## src/design/owm_pkg.sv

```systemverilog
// Shared types and constants for the 1-Wire bus master.
`timescale 1ns / 1ps
package owm_pkg;

  localparam int BITS_PER_BYTE = 8;
  localparam int COUNT_WIDTH   = 10;
  localparam int BIT_IDX_W     = $clog2(BITS_PER_BYTE);
  localparam int NUM_REGS      = 8;
  localparam int REG_IDX_W     = $clog2(NUM_REGS);
  localparam int CFG_DATA_W    = 10;
  localparam int SHORT_W       = 8;

  localparam logic [BIT_IDX_W-1:0] LAST_BIT = BIT_IDX_W'(BITS_PER_BYTE - 1);

  // Register indexes on the config port
  localparam logic [REG_IDX_W-1:0] REG_RESET_LOW     = 3'd0;
  localparam logic [REG_IDX_W-1:0] REG_PRESENCE_WAIT = 3'd1;
  localparam logic [REG_IDX_W-1:0] REG_RESET_TAIL    = 3'd2;
  localparam logic [REG_IDX_W-1:0] REG_WRITE_START   = 3'd3;
  localparam logic [REG_IDX_W-1:0] REG_SLOT_REST     = 3'd4;
  localparam logic [REG_IDX_W-1:0] REG_READ_LOW      = 3'd5;
  localparam logic [REG_IDX_W-1:0] REG_READ_SAMPLE   = 3'd6;
  localparam logic [REG_IDX_W-1:0] REG_RECOVERY      = 3'd7;

  // Register reset values
  localparam logic [COUNT_WIDTH-1:0] RESET_LOW_INIT     = 10'd500;
  localparam logic [COUNT_WIDTH-1:0] PRESENCE_WAIT_INIT = 10'd70;
  localparam logic [COUNT_WIDTH-1:0] RESET_TAIL_INIT    = 10'd500;
  localparam logic [SHORT_W-1:0]     WRITE_START_INIT   = 8'd10;
  localparam logic [SHORT_W-1:0]     SLOT_REST_INIT     = 8'd50;
  localparam logic [SHORT_W-1:0]     READ_LOW_INIT      = 8'd1;
  localparam logic [SHORT_W-1:0]     READ_SAMPLE_INIT   = 8'd1;
  localparam logic [SHORT_W-1:0]     RECOVERY_INIT      = 8'd2;

  typedef enum logic [2:0] {
    PH_IDLE      = 3'd0,
    PH_RST_LOW   = 3'd1,
    PH_RST_WAIT  = 3'd2,
    PH_RST_TAIL  = 3'd3,
    PH_SLOT_LOW  = 3'd4,
    PH_READ_WAIT = 3'd5,
    PH_SLOT_REST = 3'd6,
    PH_RECOVERY  = 3'd7
  } owm_phase_t;

  typedef enum logic [1:0] {
    CMD_RESET = 2'd0,
    CMD_WRITE = 2'd1,
    CMD_READ  = 2'd2
  } owm_cmd_t;

  typedef struct packed {
    logic       start_req;
    logic [1:0] func;
    logic [7:0] write_byte;
    logic       line_level;
  } owm_in_t;

  typedef struct packed {
    logic       drive_low;
    logic       busy_res;
    logic       done_res;
    logic       presence_level;
    logic [7:0] read_byte;
  } owm_out_t;

endpackage

```

## src/design/one_wire_bus_master_top.sv

```systemverilog
// 1-Wire bus master: tick-driven reset, write-byte and read-byte sequencer.
// Each input transfer's result is registered in the output register.
// Throughput: one tick per cycle; a new input is taken each cycle the output
//   register is empty or being drained, so ticks run back to back.
// Reset (rst, synchronous): sequencer idle, output register empty, config
//   registers back to defaults, presence_level 1, read_byte 0.
`timescale 1ns / 1ps
module one_wire_bus_master_top (
  input  logic                                clk,
  input  logic                                rst,
  input  logic                                in_valid,
  output logic                                in_ready,
  input  owm_pkg::owm_in_t                    in_data,
  output logic                                out_valid,
  input  logic                                out_ready,
  output owm_pkg::owm_out_t                   out_data,
  input  logic                                cfg_we,
  input  logic [owm_pkg::REG_IDX_W-1:0]       cfg_index,
  input  logic [owm_pkg::CFG_DATA_W-1:0]      cfg_data
);

  // Timing registers
  logic [owm_pkg::COUNT_WIDTH-1:0] reset_low_ticks;
  logic [owm_pkg::COUNT_WIDTH-1:0] presence_wait_ticks;
  logic [owm_pkg::COUNT_WIDTH-1:0] reset_tail_ticks;
  logic [owm_pkg::SHORT_W-1:0]     write_start_ticks;
  logic [owm_pkg::SHORT_W-1:0]     slot_rest_ticks;
  logic [owm_pkg::SHORT_W-1:0]     read_low_ticks;
  logic [owm_pkg::SHORT_W-1:0]     read_sample_ticks;
  logic [owm_pkg::SHORT_W-1:0]     recovery_ticks;

  // Sequencer state
  owm_pkg::owm_phase_t             phase, phase_next;
  owm_pkg::owm_cmd_t               active_command;
  logic [owm_pkg::COUNT_WIDTH-1:0] tick_count, tick_count_next;
  logic [owm_pkg::BIT_IDX_W-1:0]   bit_index, bit_index_next;
  logic [7:0]                      shift_data, shift_data_next;
  logic                            presence_hold, presence_hold_next;
  logic [7:0]                      read_hold, read_hold_next;

  // Effective state for this tick, after a possible command start
  logic                            start_ok;
  owm_pkg::owm_phase_t             cur_phase;
  owm_pkg::owm_cmd_t               cur_cmd;
  logic [owm_pkg::COUNT_WIDTH-1:0] cur_tick;
  logic [owm_pkg::BIT_IDX_W-1:0]   cur_bit;
  logic [7:0]                      cur_shift;
  logic [7:0]                      sampled_shift;

  logic [owm_pkg::COUNT_WIDTH-1:0] raw_len, phase_len, cnt;
  logic                            phase_end;
  logic                            in_xfer;
  owm_pkg::owm_out_t               result;

  assign in_ready = !out_valid || out_ready;
  assign in_xfer  = in_valid && in_ready;

  // Config writes; the user must write only while idle, which the block does not enforce
  always_ff @(posedge clk) begin
    if (rst) begin
      reset_low_ticks     <= owm_pkg::RESET_LOW_INIT;
      presence_wait_ticks <= owm_pkg::PRESENCE_WAIT_INIT;
      reset_tail_ticks    <= owm_pkg::RESET_TAIL_INIT;
      write_start_ticks   <= owm_pkg::WRITE_START_INIT;
      slot_rest_ticks     <= owm_pkg::SLOT_REST_INIT;
      read_low_ticks      <= owm_pkg::READ_LOW_INIT;
      read_sample_ticks   <= owm_pkg::READ_SAMPLE_INIT;
      recovery_ticks      <= owm_pkg::RECOVERY_INIT;
    end else if (cfg_we) begin
      case (cfg_index)
        owm_pkg::REG_RESET_LOW:     reset_low_ticks     <= cfg_data;
        owm_pkg::REG_PRESENCE_WAIT: presence_wait_ticks <= cfg_data;
        owm_pkg::REG_RESET_TAIL:    reset_tail_ticks    <= cfg_data;
        owm_pkg::REG_WRITE_START:   write_start_ticks   <= cfg_data[owm_pkg::SHORT_W-1:0];
        owm_pkg::REG_SLOT_REST:     slot_rest_ticks     <= cfg_data[owm_pkg::SHORT_W-1:0];
        owm_pkg::REG_READ_LOW:      read_low_ticks      <= cfg_data[owm_pkg::SHORT_W-1:0];
        owm_pkg::REG_READ_SAMPLE:   read_sample_ticks   <= cfg_data[owm_pkg::SHORT_W-1:0];
        owm_pkg::REG_RECOVERY:      recovery_ticks      <= cfg_data[owm_pkg::SHORT_W-1:0];
        default: ;
      endcase
    end
  end

  // Command start: a legal request while idle begins on this same tick
  always_comb begin
    start_ok = (phase == owm_pkg::PH_IDLE) && in_data.start_req &&
               ((in_data.func == owm_pkg::CMD_RESET) ||
                (in_data.func == owm_pkg::CMD_WRITE) ||
                (in_data.func == owm_pkg::CMD_READ));
    cur_phase = phase;
    cur_cmd   = active_command;
    cur_tick  = tick_count;
    cur_bit   = bit_index;
    cur_shift = shift_data;
    if (start_ok) begin
      cur_cmd   = owm_pkg::owm_cmd_t'(in_data.func);
      cur_tick  = '0;
      cur_bit   = '0;
      cur_shift = (in_data.func == owm_pkg::CMD_WRITE) ? in_data.write_byte : 8'd0;
      cur_phase = (in_data.func == owm_pkg::CMD_RESET) ? owm_pkg::PH_RST_LOW
                                                       : owm_pkg::PH_SLOT_LOW;
    end
  end

  // Phase length; a zero register counts as one tick
  always_comb begin
    case (cur_phase)
      owm_pkg::PH_RST_LOW:   raw_len = reset_low_ticks;
      owm_pkg::PH_RST_WAIT:  raw_len = presence_wait_ticks;
      owm_pkg::PH_RST_TAIL:  raw_len = reset_tail_ticks;
      owm_pkg::PH_SLOT_LOW:
        raw_len = owm_pkg::COUNT_WIDTH'((cur_cmd == owm_pkg::CMD_WRITE) ? write_start_ticks
                                                                        : read_low_ticks);
      owm_pkg::PH_READ_WAIT: raw_len = owm_pkg::COUNT_WIDTH'(read_sample_ticks);
      owm_pkg::PH_SLOT_REST: raw_len = owm_pkg::COUNT_WIDTH'(slot_rest_ticks);
      owm_pkg::PH_RECOVERY:  raw_len = owm_pkg::COUNT_WIDTH'(recovery_ticks);
      default:               raw_len = owm_pkg::COUNT_WIDTH'(1);
    endcase
    phase_len = (raw_len == '0) ? owm_pkg::COUNT_WIDTH'(1) : raw_len;
    cnt       = cur_tick + owm_pkg::COUNT_WIDTH'(1);  // wraps at counter width
    phase_end = (cnt >= phase_len) || (cnt == '0);
  end

  // Read bit sample on the first tick of the slot rest
  always_comb begin
    sampled_shift = cur_shift;
    if ((cur_phase == owm_pkg::PH_SLOT_REST) && (cur_cmd == owm_pkg::CMD_READ) &&
        (cur_tick == '0)) begin
      sampled_shift[cur_bit] = cur_shift[cur_bit] | in_data.line_level;
    end
  end

  // Next-state logic
  always_comb begin
    phase_next         = cur_phase;
    tick_count_next    = cnt;
    bit_index_next     = cur_bit;
    shift_data_next    = sampled_shift;
    presence_hold_next = presence_hold;
    read_hold_next     = read_hold;

    if ((cur_phase == owm_pkg::PH_RST_TAIL) && (cur_tick == '0)) begin
      presence_hold_next = in_data.line_level;
    end

    if (cur_phase == owm_pkg::PH_IDLE) begin
      tick_count_next = tick_count;
    end else if (phase_end) begin
      tick_count_next = '0;
      case (cur_phase)
        owm_pkg::PH_RST_LOW:  phase_next = owm_pkg::PH_RST_WAIT;
        owm_pkg::PH_RST_WAIT: phase_next = owm_pkg::PH_RST_TAIL;
        owm_pkg::PH_RST_TAIL: phase_next = owm_pkg::PH_IDLE;
        owm_pkg::PH_SLOT_LOW: begin
          if ((cur_cmd == owm_pkg::CMD_WRITE) || (read_sample_ticks == '0)) begin
            phase_next = owm_pkg::PH_SLOT_REST;
          end else begin
            phase_next = owm_pkg::PH_READ_WAIT;
          end
        end
        owm_pkg::PH_READ_WAIT: phase_next = owm_pkg::PH_SLOT_REST;
        owm_pkg::PH_SLOT_REST: begin
          if (cur_bit == owm_pkg::LAST_BIT) begin
            if (cur_cmd == owm_pkg::CMD_READ) begin
              read_hold_next = sampled_shift;
            end
            phase_next = owm_pkg::PH_IDLE;
          end else begin
            bit_index_next = cur_bit + owm_pkg::BIT_IDX_W'(1);
            phase_next = (recovery_ticks == '0) ? owm_pkg::PH_SLOT_LOW
                                                : owm_pkg::PH_RECOVERY;
          end
        end
        default: phase_next = owm_pkg::PH_SLOT_LOW;
      endcase
    end
  end

  // Result for this tick
  always_comb begin
    result.drive_low      = 1'b0;
    result.busy_res       = (cur_phase != owm_pkg::PH_IDLE);
    result.done_res       = 1'b0;
    result.presence_level = presence_hold_next;
    result.read_byte      = read_hold_next;
    case (cur_phase)
      owm_pkg::PH_RST_LOW,
      owm_pkg::PH_SLOT_LOW:  result.drive_low = 1'b1;
      owm_pkg::PH_RST_TAIL:  result.done_res  = phase_end;
      owm_pkg::PH_SLOT_REST: begin
        // write slot: drive low for a zero bit, release for a one bit
        if (cur_cmd == owm_pkg::CMD_WRITE) begin
          result.drive_low = ~cur_shift[cur_bit];
        end
        result.done_res = phase_end && (cur_bit == owm_pkg::LAST_BIT);
      end
      default: ;
    endcase
  end

  // State registers advance once per input transfer
  always_ff @(posedge clk) begin
    if (rst) begin
      phase          <= owm_pkg::PH_IDLE;
      active_command <= owm_pkg::CMD_RESET;
      tick_count     <= '0;
      bit_index      <= '0;
      shift_data     <= '0;
      presence_hold  <= 1'b1;
      read_hold      <= '0;
    end else if (in_xfer) begin
      phase          <= phase_next;
      active_command <= cur_cmd;
      tick_count     <= tick_count_next;
      bit_index      <= bit_index_next;
      shift_data     <= shift_data_next;
      presence_hold  <= presence_hold_next;
      read_hold      <= read_hold_next;
    end
  end

  // Output register
  always_ff @(posedge clk) begin
    if (rst) begin
      out_valid <= 1'b0;
    end else if (in_xfer) begin
      out_valid <= 1'b1;
    end else if (out_ready) begin
      out_valid <= 1'b0;
    end
  end

  always_ff @(posedge clk) begin
    if (in_xfer) begin
      out_data <= result;
    end
  end

endmodule

```

## config.mk

```make
export PLATFORM = sky130hd
export DESIGN_NAME = one_wire_bus_master_top
export DESIGN_NICKNAME = d
export VERILOG_FILES = /design/src/design/owm_pkg.sv /design/src/design/one_wire_bus_master_top.sv
export SDC_FILE = /design/constraint.sdc
export NUM_CORES = 1
export LEC_CHECK = 0
export BUFFER_PORTS_ARGS = -buffer_cell sky130_fd_sc_hd__clkbuf_2
export CORE_AREA = 5 5 105 107
export DETAILED_ROUTE_END_ITERATION = 7
export DIE_AREA = 0 0 110 112
export PLACE_DENSITY = 0.85
export SLEW_MARGIN = 25
export SYNTH_ARGS = -nofsm -noshare
export SYNTH_HDL_FRONTEND = slang
export SYNTH_SLANG_ARGS = --single-unit
export TNS_END_PERCENT = 20
```

## constraint.sdc

```tcl
create_clock -name clk -period 6.6 [get_ports clk]
set_input_delay 0.66 -clock clk [delete_from_list [all_inputs] [get_ports clk]]
set_output_delay 0.66 -clock clk [all_outputs]
set_load 0.02 [all_outputs]
```

# [After elaboration in Yosys (flattened, before gate mapping)]
# Index checks and enable logic that the tools add are counted.
[word_totals] reg_bits=118
[op_classes] add_sub_neg=2 order_cmp=3 n_eq_ne=19 mux=38 n_bitwise=3 n_reduce_logical=35
[op_table] operator="8-bit 2-to-1 mux" count=9
[op_table] operator="10-bit one-hot mux with 7 select lines" count=1
[op_table] operator="10-bit logical NOT" count=3
[op_table] operator="10-bit 2-to-1 mux" count=3
[op_table] operator="3-bit 2-to-1 mux" count=10
[op_table] operator="3-bit == test (second input constant)" count=9
[op_table] operator="3-bit one-hot mux with 6 select lines" count=1
[op_table] operator="2-bit AND reduction" count=9
[op_table] operator="8-bit logical NOT" count=2
[op_table] operator="3-bit by 2-bit == test with 1-bit output (second input constant)" count=4
[op_table] operator="10-bit by 1-bit adder with 10-bit output (second input constant)" count=1
[op_table] operator="10-bit >= comparator" count=1
[op_table] operator="3-bit logical NOT" count=3
[op_table] operator="8-bit bitwise mux" count=1
[op_table] operator="1-bit logical AND" count=8
[op_table] operator="3-bit by 1-bit == test with 1-bit output (second input constant)" count=2
[op_table] operator="1-bit 2-to-1 mux" count=6
[op_table] operator="2-bit 2-to-1 mux" count=3
[op_table] operator="1-bit logical OR" count=5
[op_table] operator="2-bit by 1-bit == test with 1-bit output (second input constant)" count=2
[op_table] operator="2-bit == test (second input constant)" count=2
[op_table] operator="3-bit by 4-bit less-than comparator with 1-bit output (second input constant)" count=1
[op_table] operator="1-bit one-hot mux with 2 select lines" count=2
[op_table] operator="3-bit by 1-bit adder with 3-bit output (second input constant)" count=1
[op_table] operator="other kinds (10)" count=11

# [Longest topological paths before layout]
[logic_depth] depth_word=16 depth_mapped=18

# [Worst setup path before layout]
# Ideal clock, no wire load.
[synth_path] path_kind="input to register" start="input in_data[11] (netlist name)" end="register out_data[0] (netlist name) (data pin)" setup_time_ns=0.262 arrival_ns=3.987 t_required_ns=6.338 setup_slack_ns=2.351 path_stages=17 n_path_buf=2 path_cell_list="nor4b_2 > nand2_1 > clkbuf_1 > nand2_1 > inv_1 > ha_1 > nand3_1 > xor2_1 > nor2_1 > ha_1 > a21o_1 > a21oi_1 > o211ai_1 > nor2_1 > a211oi_2 > buf_4 > mux2_1"
[synth_via] elab_chain_cells=14 word_cells_on_any_way=44 cone_classes="add/sub: 1; order compare: 3; eq/ne: 10; mux: 19; bitwise: 1; reduce/logical: 10"
[synth_rtl] element="start, declared" line="one_wire_bus_master_top.sv:13" source="input owm_pkg::owm_in_t in_data,"
[synth_rtl] element="1-bit logical AND (*) (2 in a row)" line="one_wire_bus_master_top.sv:86" source="start_ok = (phase == owm_pkg::PH_IDLE) && in_data.start_req &&"
[synth_rtl] element="branches (longest 11 deep; another with 10-bit >= comparator)"
[synth_rtl] element="8-bit 2-to-1 mux (*)" line="one_wire_bus_master_top.sv:146" source="if (cur_phase == owm_pkg::PH_IDLE) begin"
[synth_rtl] element="via read_hold_next[0]" line="one_wire_bus_master_top.sv:39" source="logic [7:0] read_hold, read_hold_next;"
[synth_rtl] element="end signal, assigned" line="one_wire_bus_master_top.sv:235" source="out_data <= result;"
[synth_rtl] element="end, declared" line="one_wire_bus_master_top.sv:16" source="output owm_pkg::owm_out_t out_data,"
# Mark *: on every way through the listed nets, which the timed path passes. The select of a mux whose other input is x is not followed.
# A chain may end at the register's enable or synchronous reset.

# [Worst setup path after layout]
[layout_path] start="register phase[1]" end="register out_data[0] (netlist name) (data pin)"
[layout_via] elab_chain_cells=15 word_cells_on_any_way=45 cone_classes="add/sub: 1; order compare: 3; eq/ne: 10; mux: 19; bitwise: 1; reduce/logical: 11"
[layout_rtl] element="start, declared" line="one_wire_bus_master_top.sv:33" source="owm_pkg::owm_phase_t phase, phase_next;"
[layout_rtl] element="start signal, assigned" line="one_wire_bus_master_top.sv:204" source="phase <= owm_pkg::PH_IDLE;"
[layout_rtl] element="start signal, assigned" line="one_wire_bus_master_top.sv:212" source="phase <= phase_next;"
[layout_rtl] element="branches (longest 14 deep; another with 10-bit >= comparator)"
[layout_rtl] element="8-bit 2-to-1 mux (*)" line="one_wire_bus_master_top.sv:146"
[layout_rtl] element="via read_hold_next[0]" line="one_wire_bus_master_top.sv:39"
# Marked as above.

==> results.yml <==
clocking:
  insertion_delay_ps: 550
  cts-htree-levels: 4
  cts_tree: "built"
  cts.sinks: 118
  cts.reportedPaths.clkPinSlew_ps: 60
  ctsHoldBuffers: 0
  ctsResizeCount: 0
  postCtsSetupRepairBufs: 0
  clockBufferDepth: 2
  root_buffer: "clkbuf_8"
  cts_buffers: 17
timing:
  finalSetupViolCount: 0
  fin_setup_tns_ps: 0
  period_share: 0.806
  worst_pin_slew_ps: 1050
  period_minus_slack_ps: 5320
  maxSlewViolCount: 0
  hold_viol_final: 0
  worst_slew_margin_rel: 0.294
  clock.fmax_mhz: 188
  rsz0062_at_grt: "false"
  fin_skew_ps: 10.1
finish:
  layout.nets: 838
  regArea_um2: 2480
  multi_input_area_um2: 3590
  final_common_cell: "nand2_1"
  n_antenna_cell: 0
  drive_gt1_frac: 0.127
  final_core_util: 0.709
  fill_cells: 788
  final_cell_mix: "nand2_1, dfxtp_1, a21oi_1, mux2i_1, nor2_1"
  area_growth_pct: 12.3
critical_path:
  path_class: "flip-flop to flip-flop"
  ff2ff_setup_slack_ps: 1280
  critPathCapture: "out_data[0]"
  cp.required_ps: 6890
  reg2reg_to: "out_data[0]"
  r2r_cells: 16
  worstSetupEndpointType: "flip-flop"
  critPathLaunch: "phase[1]"
  regToRegStartpoint: "phase[1]"
  crit_arrival_ps: 5600
  startpoint_type: "flip-flop"
  crit_fanout: 26
power:
  power_density_nw_per_um2: 316
  p_switching_uw: 747
  internal-power_mw: 1.51
  p_leak_nw: 2.60
  pwr-share-seq: 0.356
  p_comb_frac: 0.244
  irDropWorstVdd_uv: 221
  clkPwrFrac: 0.399
  switching_share: 0.331
synthesis:
  seq_area_frac_synth: 0.391
  synthDistinctLibCells: 71
  synthCells: 784
  synth_edf_count: 12
  avgSynthCellArea_um2: 8.10
  yosys.area_share.simple: 0.252
  muxShareOfSynthArea: 0.103
  synth_warnings: 0
  ys_ff_latch: 118
  synth_compound_area_frac: 0.173
  synth_xor_area_frac: 0.0110
  dominantRegCellSynth: "dfxtp_1"
  synthAdderAreaFrac: 0.0256
  syn_nets: 827
  synth_top_family_by_area: "simple AND/OR/NAND/NOR gates"
  netlist_area_um2: 6350
  synth-async-reset-ratio: 0
route:
  drc: 0
  dr.pass1.iters: 6
  vias: 6060
  wl_per_cell_um: 18.9
  drt_iter0_drc: 519
  routed_wl_um: 17800
  vias_per_cell: 6.42
  ant_nets: 0
floorplanning:
  die_x_um: 110
  core_area_um2: 10000
  fp.dieArea_um2: 12300
  ios: 44
  die_y_um: 112
  start_util: 0.632
  fp-row-count: 37
global_routing:
  grt_first_pass_wirelength_um: 28800
  antenna_found_initial: 0
  track_usage: 0.299
  grt_pass1_vias: 5780
  grt_overflow_total: 0
  grt_max_degree: 72
placement:
  dpl.hpwl_um: 12100
  port_buffers: 43
  place.gp.congestion: 0.942
run_status:
  outcome: "finished clean"
flow_run:
  drv_cap: 0
min_path:
  min_path_type: "input port to flip-flop"
routing by layer:
layer,track usage,vias up,part of all wire
met5,0,-,0
met4,0.165,0,0.050
met3,0.0823,76,0.084
met2,0.470,338,0.47
met1,0.365,2825,0.39
li1,-,2821,-
sequential cells by signal, indices dropped and copies added, names as in the netlist:
signal	flops
slot_rest_ticks	8
recovery_ticks	8
bit_index	3
reset_low_ticks	10
shift_data	8
read_sample_ticks	8
read_hold	8
write_start_ticks	8
tick_count	10
phase	3
reset_tail_ticks	10
out_valid	1
out_data	12
active_command	2
presence_hold	1
presence_wait_ticks	10
read_low_ticks	8
critical path: stages (launching register included):
cell and delay, ps:
dfxtp_1 890, nor4b_2 190, nand2_1 420, nand2_1 160, inv_1 140, ha_1 250
nand3_1 190, nor2_1 260, xnor2_1 150, nor2_1 80, ha_1 360, nand4_1 130
nor3_1 330, nor2_1 70, buf_4 220, a211oi_2 800, mux2_1 400
power by group through the flow:
stage,Combinational [mW],Clock (mW),Sequential (mW)
2_1_floorplan,0.408,0,0.798
3_3_place_gp,0.515,0,0.813
3_5_place_dp,0.531,0,0.816
4_1_cts,0.539,0.904,0.801
5_1_grt,0.592,0.939,0.808
6_report,0.551,0.900,0.804
cells in the mapped netlist, types with 3 or more instances:
master / instances / area share
nor4_1: 6 / 0.0059
nand3_1: 47 / 0.037
mux2_2: 7 / 0.012
inv_1: 13 / 0.0077
or3_1: 4 / 0.0039
o221ai_1: 3 / 0.0041
buf_2: 4 / 0.0032
mux2i_1: 51 / 0.080
nand4_1: 14 / 0.014
buf_1: 6 / 0.0035
a22o_1: 8 / 0.011
xor2_1: 5 / 0.0069
ha_1: 13 / 0.026
o21ai_0: 23 / 0.018
and3_1: 6 / 0.0059
a211oi_1: 4 / 0.0047
dfxtp_1: 106 / 0.33
xnor2_1: 3 / 0.0041
and2_1: 3 / 0.0030
o21a_1: 9 / 0.011
nor2_1: 48 / 0.028
a32oi_1: 3 / 0.0041
a32o_1: 3 / 0.0047
nor3_1: 11 / 0.0087
edfxtp_1: 12 / 0.057
nand2b_1: 8 / 0.0079
nor2b_1: 7 / 0.0069
nand2_1: 171 / 0.10
a21oi_1: 80 / 0.063
clkbuf_1: 44 / 0.026
a222oi_1: 4 / 0.0063
nor4b_1: 3 / 0.0041
how the worst min path moves through the flow:
stage                   startpoint                  end  slack (ps)  cells past startpoint
2_1_floorplan         read_hold[0]         read_hold[0]         430                      2
3_3_place_gp          read_hold[0]         read_hold[0]         440                      2
3_5_place_dp   reset_tail_ticks[3]  reset_tail_ticks[3]         450                      2
4_1_cts                   in_valid            out_valid         340                      3
5_1_grt                   in_valid            out_valid         360                      3
6_report                  in_valid            out_valid         350                      3
stage by stage:
step                hold WS [ps]  worst slack, ps  power [mW]  area, µm²  instances
floorplan                    431             2350        1.21       6350        784
global placement             440             1540        1.33       6550        912
detailed placement           447             1280        1.35       6550        912
CTS                          339             1220        2.24       7130        944
global route                 363              912        2.34       7130        944
finish                       348             1280        2.26       7130        944
final cells by class:
type / count / share of cell area
sequential: 118 / 0.348
clock inverter: 10 / 0.0125
inverter: 14 / 0.00737
tap: 136 / 0.0239
multi-input combinational: 596 / 0.504
timing repair buffer: 48 / 0.0355
clock buffer: 22 / 0.0681
cells by family after synthesis:
| group | Yosys count |
|---|---|
| simple gates | 346 |
| buf+inv | 70 |
| compound gates | 167 |
| mux | 62 |
| flops | 118 |
| xor+xnor | 8 |
| fa+ha+maj | 13 |
Power figures use the tool's default switching activity.
